===== src/design/uuidp_pkg.sv =====
// shared types and constants of the uuid text parser
package uuidp_pkg;

	// characters with a meaning of their own in the text
	localparam logic [7:0] CH_LBRACE = 8'h7B;
	localparam logic [7:0] CH_DASH   = 8'h2D;
	localparam logic [7:0] CH_RBRACE = 8'h7D;
	localparam logic [7:0] CH_NUL    = 8'h00;

	// parse phases
	localparam logic [2:0] PH_START = 3'd0;
	localparam logic [2:0] PH_HI    = 3'd1;
	localparam logic [2:0] PH_LO    = 3'd2;
	localparam logic [2:0] PH_DASH  = 3'd3;
	localparam logic [2:0] PH_CLOSE = 3'd4;
	localparam logic [2:0] PH_END   = 3'd5;
	localparam logic [2:0] PH_DONE  = 3'd6;
	localparam logic [2:0] PH_ERR   = 3'd7;

	// number of bytes in a uuid
	localparam logic [4:0] UUID_BYTES = 5'd16;

	// classified character as it travels from front to back
	typedef struct packed {
		logic       is_hex;
		logic [3:0] nibble;
		logic       is_lbrace;
		logic       is_dash;
		logic       is_rbrace;
		logic       is_nul;
		logic       last;
	} char_class_t;

endpackage


===== src/design/uuidp_front.sv =====
// front end: classifies each incoming character
module uuidp_front
	import uuidp_pkg::*;
(
	input  logic [7:0]  ch,
	input  logic        last,
	output char_class_t cls
);

	// hex digit decode, either case
	always_comb begin
		cls           = '0;
		cls.last      = last;
		cls.is_lbrace = (ch == CH_LBRACE);
		cls.is_dash   = (ch == CH_DASH);
		cls.is_rbrace = (ch == CH_RBRACE);
		cls.is_nul    = (ch == CH_NUL);
		if (ch >= 8'h30 && ch <= 8'h39) begin
			cls.is_hex = 1'b1;
			cls.nibble = ch[3:0];
		end else if ((ch >= 8'h61 && ch <= 8'h66) || (ch >= 8'h41 && ch <= 8'h46)) begin
			cls.is_hex = 1'b1;
			cls.nibble = ch[3:0] + 4'd9;
		end
	end

endmodule


===== src/design/uuidp_queue.sv =====
// two-entry queue between the front and back ends
module uuidp_queue
	import uuidp_pkg::*;
(
	input  logic        clk,
	input  logic        arst_n,
	input  logic        wr_valid,
	input  char_class_t wr_data,
	output logic        full,
	output logic        rd_valid,
	output char_class_t rd_data,
	input  logic        rd_pop
);

	char_class_t mem_q [2];
	logic        wr_ptr_q;
	logic        rd_ptr_q;
	logic [1:0]  count_q;
	logic        push;
	logic        pop;

	assign full     = (count_q == 2'd2);
	assign rd_valid = (count_q != 2'd0);
	assign rd_data  = mem_q[rd_ptr_q];
	assign push     = wr_valid && !full;
	assign pop      = rd_pop && rd_valid;

	// storage
	always_ff @(posedge clk) begin
		if (push) begin
			mem_q[wr_ptr_q] <= wr_data;
		end
	end

	// pointers and fill count
	always_ff @(posedge clk or negedge arst_n) begin
		if (!arst_n) begin
			wr_ptr_q <= 1'b0;
			rd_ptr_q <= 1'b0;
			count_q  <= 2'd0;
		end else begin
			if (push) begin
				wr_ptr_q <= !wr_ptr_q;
			end
			if (pop) begin
				rd_ptr_q <= !rd_ptr_q;
			end
			case ({push, pop})
				2'b10:   count_q <= count_q + 2'd1;
				2'b01:   count_q <= count_q - 2'd1;
				default: count_q <= count_q;
			endcase
		end
	end

endmodule


===== src/design/uuidp_back.sv =====
// back end: parse state machine and result register
module uuidp_back
	import uuidp_pkg::*;
(
	input  logic        clk,
	input  logic        arst_n,
	input  logic        q_valid,
	input  char_class_t q_data,
	output logic        q_pop,
	output logic        out_valid,
	input  logic        out_stall,
	output logic [63:0] uuid_high,
	output logic [63:0] uuid_low,
	output logic        status
);

	logic [2:0]  phase_q;
	logic [4:0]  byte_count_q;
	logic        brace_open_q;
	logic [3:0]  high_nibble_q;
	logic [63:0] word_hi_q;
	logic [63:0] word_lo_q;
	logic        out_valid_q;
	logic [63:0] uuid_high_q;
	logic [63:0] uuid_low_q;
	logic        status_q;

	logic [2:0]  phase_n;
	logic [4:0]  byte_count_n;
	logic        brace_open_n;
	logic [3:0]  high_nibble_n;
	logic [63:0] word_hi_n;
	logic [63:0] word_lo_n;
	logic        text_ok;

	assign q_pop     = q_valid && (!out_valid_q || !out_stall);
	assign out_valid = out_valid_q;
	assign uuid_high = uuid_high_q;
	assign uuid_low  = uuid_low_q;
	assign status    = status_q;

	// next parse state for the beat at the queue head
	always_comb begin
		phase_n       = phase_q;
		byte_count_n  = byte_count_q;
		brace_open_n  = brace_open_q;
		high_nibble_n = high_nibble_q;
		word_hi_n     = word_hi_q;
		word_lo_n     = word_lo_q;
		unique case (phase_q) inside
			PH_START, PH_HI, PH_DASH: begin
				if (phase_q == PH_START && q_data.is_lbrace) begin
					brace_open_n = 1'b1;
					phase_n      = PH_HI;
				end else if (phase_q == PH_DASH && q_data.is_dash) begin
					phase_n = PH_HI;
				end else if (q_data.is_hex) begin
					high_nibble_n = q_data.nibble;
					phase_n       = PH_LO;
				end else begin
					phase_n = PH_ERR;
				end
			end
			PH_LO: begin
				if (q_data.is_hex) begin
					if (!byte_count_q[3]) begin
						word_hi_n = {word_hi_q[55:0], high_nibble_q, q_data.nibble};
					end else begin
						word_lo_n = {word_lo_q[55:0], high_nibble_q, q_data.nibble};
					end
					byte_count_n = byte_count_q + 5'd1;
					if (byte_count_n >= UUID_BYTES) begin
						phase_n = brace_open_q ? PH_CLOSE : PH_END;
					end else if (!byte_count_n[0]) begin
						phase_n = PH_DASH;
					end else begin
						phase_n = PH_HI;
					end
				end else begin
					phase_n = PH_ERR;
				end
			end
			PH_CLOSE: phase_n = q_data.is_rbrace ? PH_END : PH_ERR;
			PH_END:   phase_n = q_data.is_nul ? PH_DONE : PH_ERR;
			default:  phase_n = phase_q;
		endcase
	end

	assign text_ok = (phase_n == PH_END) || (phase_n == PH_DONE);

	// parse state, back to start after the closing beat
	always_ff @(posedge clk or negedge arst_n) begin
		if (!arst_n) begin
			phase_q       <= PH_START;
			byte_count_q  <= 5'd0;
			brace_open_q  <= 1'b0;
			high_nibble_q <= 4'd0;
		end else if (q_pop) begin
			if (q_data.last) begin
				phase_q       <= PH_START;
				byte_count_q  <= 5'd0;
				brace_open_q  <= 1'b0;
				high_nibble_q <= 4'd0;
			end else begin
				phase_q       <= phase_n;
				byte_count_q  <= byte_count_n;
				brace_open_q  <= brace_open_n;
				high_nibble_q <= high_nibble_n;
			end
		end
	end

	// assembled uuid words
	always_ff @(posedge clk) begin
		if (q_pop) begin
			word_hi_q <= word_hi_n;
			word_lo_q <= word_lo_n;
		end
	end

	// result register valid
	always_ff @(posedge clk or negedge arst_n) begin
		if (!arst_n) begin
			out_valid_q <= 1'b0;
		end else if (q_pop && q_data.last) begin
			out_valid_q <= 1'b1;
		end else if (!out_stall) begin
			out_valid_q <= 1'b0;
		end
	end

	// result payload, zero on a syntax error
	always_ff @(posedge clk) begin
		if (q_pop && q_data.last) begin
			uuid_high_q <= text_ok ? word_hi_n : 64'd0;
			uuid_low_q  <= text_ok ? word_lo_n : 64'd0;
			status_q    <= !text_ok;
		end
	end

endmodule


===== src/design/uuid_text_parser_unit.sv =====
// Streaming UUID text parser, top level. One character beat is taken per clock;
// the character is classified on entry, held in a two-entry queue, and run
// through the parse state machine, whose result register is filled by the beat
// marked last. The last beat of a text passes through the queue entry and then
// the result register before its result is shown; a new text may begin on the
// very next beat. Sustained rate is one character per cycle, set by the state
// update at the queue head; the input stalls only while the queue is full behind
// a stalled result.
module uuid_text_parser_unit
	import uuidp_pkg::*;
(
	input  logic        clk,
	input  logic        arst_n,
	input  logic        in_valid,
	output logic        in_stall,
	input  logic [7:0]  ch,
	input  logic        last,
	output logic        out_valid,
	input  logic        out_stall,
	output logic [63:0] uuid_high,
	output logic [63:0] uuid_low,
	output logic        status
);

	char_class_t cls;
	char_class_t head;
	logic        q_full;
	logic        q_valid;
	logic        q_pop;

	assign in_stall = q_full;

	// character classification
	uuidp_front u_front (
		.ch   (ch),
		.last (last),
		.cls  (cls)
	);

	// decoupling queue
	uuidp_queue u_queue (
		.clk      (clk),
		.arst_n   (arst_n),
		.wr_valid (in_valid),
		.wr_data  (cls),
		.full     (q_full),
		.rd_valid (q_valid),
		.rd_data  (head),
		.rd_pop   (q_pop)
	);

	// parse and result
	uuidp_back u_back (
		.clk       (clk),
		.arst_n    (arst_n),
		.q_valid   (q_valid),
		.q_data    (head),
		.q_pop     (q_pop),
		.out_valid (out_valid),
		.out_stall (out_stall),
		.uuid_high (uuid_high),
		.uuid_low  (uuid_low),
		.status    (status)
	);

endmodule

===== config.mk =====
export PLATFORM = sky130hd
export DESIGN_NAME = uuid_text_parser_unit
export DESIGN_NICKNAME = d
export VERILOG_FILES = /design/src/design/uuidp_pkg.sv /design/src/design/uuidp_front.sv /design/src/design/uuidp_queue.sv /design/src/design/uuidp_back.sv /design/src/design/uuid_text_parser_unit.sv
export SDC_FILE = /design/constraint.sdc
export NUM_CORES = 1
export LEC_CHECK = 0
export BUFFER_PORTS_ARGS = -buffer_cell sky130_fd_sc_hd__buf_2
export CAP_MARGIN = 20
export CORE_ASPECT_RATIO = 0.9
export CORE_MARGIN = 1.5
export CORE_UTILIZATION = 53
export DETAILED_ROUTE_END_ITERATION = 7
export PLACE_DENSITY = 0.84
export SKIP_LAST_GASP = 1
export SLEW_MARGIN = 15
export SYNTH_ARGS = -nofsm -noshare
export SYNTH_HDL_FRONTEND = slang
export SYNTH_HIERARCHICAL = 1
export SYNTH_SLANG_ARGS = --single-unit

===== constraint.sdc =====
create_clock -name clk -period 6.8 [get_ports clk]
set_clock_uncertainty 0.1 [all_clocks]
set_input_delay 0.68 -clock clk [delete_from_list [all_inputs] [get_ports clk]]
set_output_delay 0.68 -clock clk [all_outputs]
set_load 0.1 [all_outputs]

==> results.yml <==
timing:
  fin_setup_tns_ns: 0
  clock.fmax_mhz: 271
  finalCritPeriodShare: 0.543
  final.hold.worst_slack_ns: 0.246
  hold_viol: 0
  worstMarginPinSlew_ns: 1.08
  min_period_ns: 3.69
  max-slew-margin-rel: 0.282
  maxSlewViolCount: 0
  setup_repair_after_global_routing_missed_its_margin: "no"
  setup_viol: 0
placed_design:
  gp_congestion: 0.806
  dp_hpwl_mm: 15.9
  numPortBuffers: 143
critical_path:
  critPathCapture: "u_back/uuid_high[31]"
  cp_max_fo: 87
  worst_setup_path_end_kind: "flop"
  reg2reg_depth: 6
  arr_time_crit_path_ns: 3.77
  required_ns: 6.87
  crit-reg2reg-capture: "u_back/uuid_high[31]"
  timing.setup.critical_path_class: "flop to flop"
  crit_path_start_kind: "flop"
  timing.rr.start: "u_queue/count_q[0]"
  setup.worst_path.start: "u_queue/count_q[0]"
  setup.reg_to_reg.worst_slack_ns: 3.11
synthesis:
  synth_top_cells_by_area: "sky130_fd_sc_hd__edfxtp_1, sky130_fd_sc_hd__nor4_2, sky130_fd_sc_hd__mux2i_1"
  main_combinational_cell_family_by_area_after_synthesis: "simple AND/OR/NAND/NOR gates"
  netlist_instances: 871
  yosys_most_used_dff: "sky130_fd_sc_hd__edfxtp_1"
  fraction_of_the_mapped_netlist_area_in_compound_gates: 0.0208
  yosys.area_share.simple: 0.142
  synth.yosys.seq_area_share: 0.653
  post_syn_nets: 889
  edff_count_synth: 277
  synth.avg_cell_area_um2: 15.4
  ys_seq_elements: 295
  yosys.area.top_type: "sky130_fd_sc_hd__edfxtp_1"
  ys_async_sr_fraction: 0.0610
  syn_area_mm2: 0.0134
  synth_top_area_share: 0.619
  post_synth_mux_area_share: 0.106
  synth-warning-count: 6
  ys_types: 59
  yosys.area_share.adder: 0.00466
  xor_xnor_share_of_the_synthesized_area: 0.00447
cts:
  cts.sink_count: 295
  clk_buf_depth: 3
  root_buffer: "sky130_fd_sc_hd__clkbuf_16"
  cts-buffers-inserted: 30
  cts-hold-fix-buffers: 1
  clock_slew_at_the_register_clock_pins_of_the_worst_setup_and_hold_paths_ns: 0.06
  clock_insertion_delay_worst_skew_ns: 0.55
  cts_repair_resize_count: 0
  depth_of_the_cts_h_tree: 1
  post-cts-setup-buffer-count: 0
  cts_tree: "built"
floorplanning:
  top_level_ports: 144
  std_cell_rows: 55
  placeableCoreArea_mm2: 0.0250
  initial_cell_density_of_the_core: 0.536
  die_x_um: 171
  die_height_um: 154
  die-area_mm2: 0.0263
detailed_routing:
  initialDrtViolationCount: 746
  routed-via-count: 7504
  drc_errors: 0
  post_drt_wl_per_cell_um: 18.3
  wirelength_routed_mm: 25.0
  drt-vias-per-instance: 5.52
  drt_first_pass_iters: 5
  ant_nets: 0
flow_run:
  cap_viol_max_count: 0
final_layout:
  layout-drive-gt1-share: 0.339
  filler_cell_count: 1855
  antenna_cells: 0
  multi_input_logic_area_mm2: 0.00375
  area_delta_synth_final_pct: 14.0
  layout.nets: 1014
  register_area_mm2: 0.00877
global_route:
  all_layer_gr_usage: 0.190
  grt.overflow.total: 0
  grt_first_pass_wirelength_mm: 39.4
  first_global_vias: 7080
  grt_max_degree: 88
  antenna_found_initial: 0
min_path:
  min_path_type: "input pin to flop"
  min_path_cells: 1
outcome:
  outcome: "finished, final reports clean"
kinds of logic (layout without fill, tap and decap cells):
group                      count (synthesis)  count (layout)
AOI/OAI and AO/OA                         39              39
muxes                                    140             140
and+or+nand+nor                          192             192
adders and majority gates                  5               5
buffers and inverters                    194             341
DFF                                      295             295
xor gates and xnor gates                   6               6
layout by cell type, fill, tap and decap left out, types with 4 or more instances in the layout:
cell                          n
sky130_fd_sc_hd__a21oi_1      7
sky130_fd_sc_hd__a22o_1       5
sky130_fd_sc_hd__buf_2      143
sky130_fd_sc_hd__buf_4       11
sky130_fd_sc_hd__bufinv_16    6
sky130_fd_sc_hd__clkbuf_16   30
sky130_fd_sc_hd__clkinv_1     6
sky130_fd_sc_hd__clkinv_2     6
sky130_fd_sc_hd__dfrtp_1     18
sky130_fd_sc_hd__edfxtp_1   277
sky130_fd_sc_hd__ha_1         5
sky130_fd_sc_hd__inv_1      129
sky130_fd_sc_hd__mux2_2      16
sky130_fd_sc_hd__mux2i_1    124
sky130_fd_sc_hd__nand2_1     10
sky130_fd_sc_hd__nand2b_1     4
sky130_fd_sc_hd__nand3_1      5
sky130_fd_sc_hd__nor2_1      12
sky130_fd_sc_hd__nor3_1       4
sky130_fd_sc_hd__nor4_1      14
sky130_fd_sc_hd__nor4_2     110
sky130_fd_sc_hd__nor4b_1      7
sky130_fd_sc_hd__o21ai_0      6
Yosys cell counts (2+ instances only):
cell type	count
sky130_fd_sc_hd__a21o_1	3
sky130_fd_sc_hd__a21oi_1	8
sky130_fd_sc_hd__a22o_1	5
sky130_fd_sc_hd__a22oi_1	2
sky130_fd_sc_hd__and2_1	2
sky130_fd_sc_hd__and3_1	2
sky130_fd_sc_hd__buf_2	22
sky130_fd_sc_hd__buf_4	21
sky130_fd_sc_hd__buf_6	13
sky130_fd_sc_hd__clkbuf_1	7
sky130_fd_sc_hd__dfrtp_1	18
sky130_fd_sc_hd__edfxtp_1	277
sky130_fd_sc_hd__ha_1	5
sky130_fd_sc_hd__inv_1	130
sky130_fd_sc_hd__mux2_2	16
sky130_fd_sc_hd__mux2i_1	124
sky130_fd_sc_hd__nand2_1	10
sky130_fd_sc_hd__nand2b_1	4
sky130_fd_sc_hd__nand3_1	5
sky130_fd_sc_hd__nand3b_1	2
sky130_fd_sc_hd__nand4_1	2
sky130_fd_sc_hd__nand4bb_1	3
sky130_fd_sc_hd__nor2_1	12
sky130_fd_sc_hd__nor2b_1	2
sky130_fd_sc_hd__nor3_1	4
sky130_fd_sc_hd__nor4_1	14
sky130_fd_sc_hd__nor4_2	110
sky130_fd_sc_hd__nor4b_1	7
sky130_fd_sc_hd__o211ai_1	2
sky130_fd_sc_hd__o21ai_0	6
sky130_fd_sc_hd__o31ai_1	2
sky130_fd_sc_hd__xnor2_1	3
sky130_fd_sc_hd__xor2_1	2
critical path, stage by stage, from the launching register on:
cell and delay [ns]:
sky130_fd_sc_hd__dfrtp_1 0.40, sky130_fd_sc_hd__or2_1 0.14, sky130_fd_sc_hd__a21bo_2 0.32, sky130_fd_sc_hd__inv_4 0.76, sky130_fd_sc_hd__and2_4 0.63, sky130_fd_sc_hd__buf_12 0.32, sky130_fd_sc_hd__buf_4 0.60
cell type report:
cell class                      count  share of cell area
Timing Repair Buffer              157              0.0554
Tap cell                          342              0.0279
Clock buffer                       33              0.0498
Sequential cell                   295               0.573
Inverter                          130              0.0320
Multi-Input combinational cell    382               0.245
Clock inverter                     21              0.0175
metrics by stage:
step                cells  utilization  area [µm²]  worst slack [ns]
detailed placement   1303        0.568       14200              2.57
floorplan             871            -       13400             0.450
CTS                  1358        0.610       15300              2.85
finish               1360        0.611       15300              3.11
global placement     1303        0.568       14200              2.64
global route         1360        0.611       15300              2.82
sequential cells by signal, summed over array words and instances (netlist names):
| name | flops |
|---|---|
| u_back/uuid_low | 64 |
| u_queue/count_q | 2 |
| u_back/word_hi_q | 64 |
| u_back/status | 1 |
| u_back/word_lo_q | 64 |
| u_back/high_nibble_q | 4 |
| u_back/byte_count_q | 5 |
| u_back/out_valid | 1 |
| u_back/uuid_high | 64 |
| u_back/brace_open_q | 1 |
| u_back/phase_q | 3 |
| u_queue/mem_q | 20 |
| u_queue/wr_ptr_q | 1 |
| u_queue/rd_ptr_q | 1 |
worst min path at each step:
| stage | from | slack (ns) | to |
|---|---|---|---|
| final | last | 0.25 | u_queue/mem_q[0][0] |
| after detailed placement | u_queue/wr_ptr_q | 0.39 | u_queue/wr_ptr_q |
| after global placement | u_queue/count_q[1] | 0.37 | u_queue/count_q[1] |
| after floorplan | arst_n | 0.28 | u_back/brace_open_q |
| after global routing | last | 0.24 | u_queue/mem_q[0][0] |
| after CTS | last | 0.23 | u_queue/mem_q[0][0] |
layer usage:
metal / wire (µm) / track usage / up-vias
met3: 1360 / 0.0229 / 33
met4: 471 / 0.0522 / 0
met5: 0 / 0 / -
met2: 11700 / 0.291 / 244
met1: 11500 / 0.289 / 3723
li1: - / - / 3504
Power is left out: the tool's default activity adds up to more than one toggle a clock period on the data nets, which glitch-free logic cannot reach.
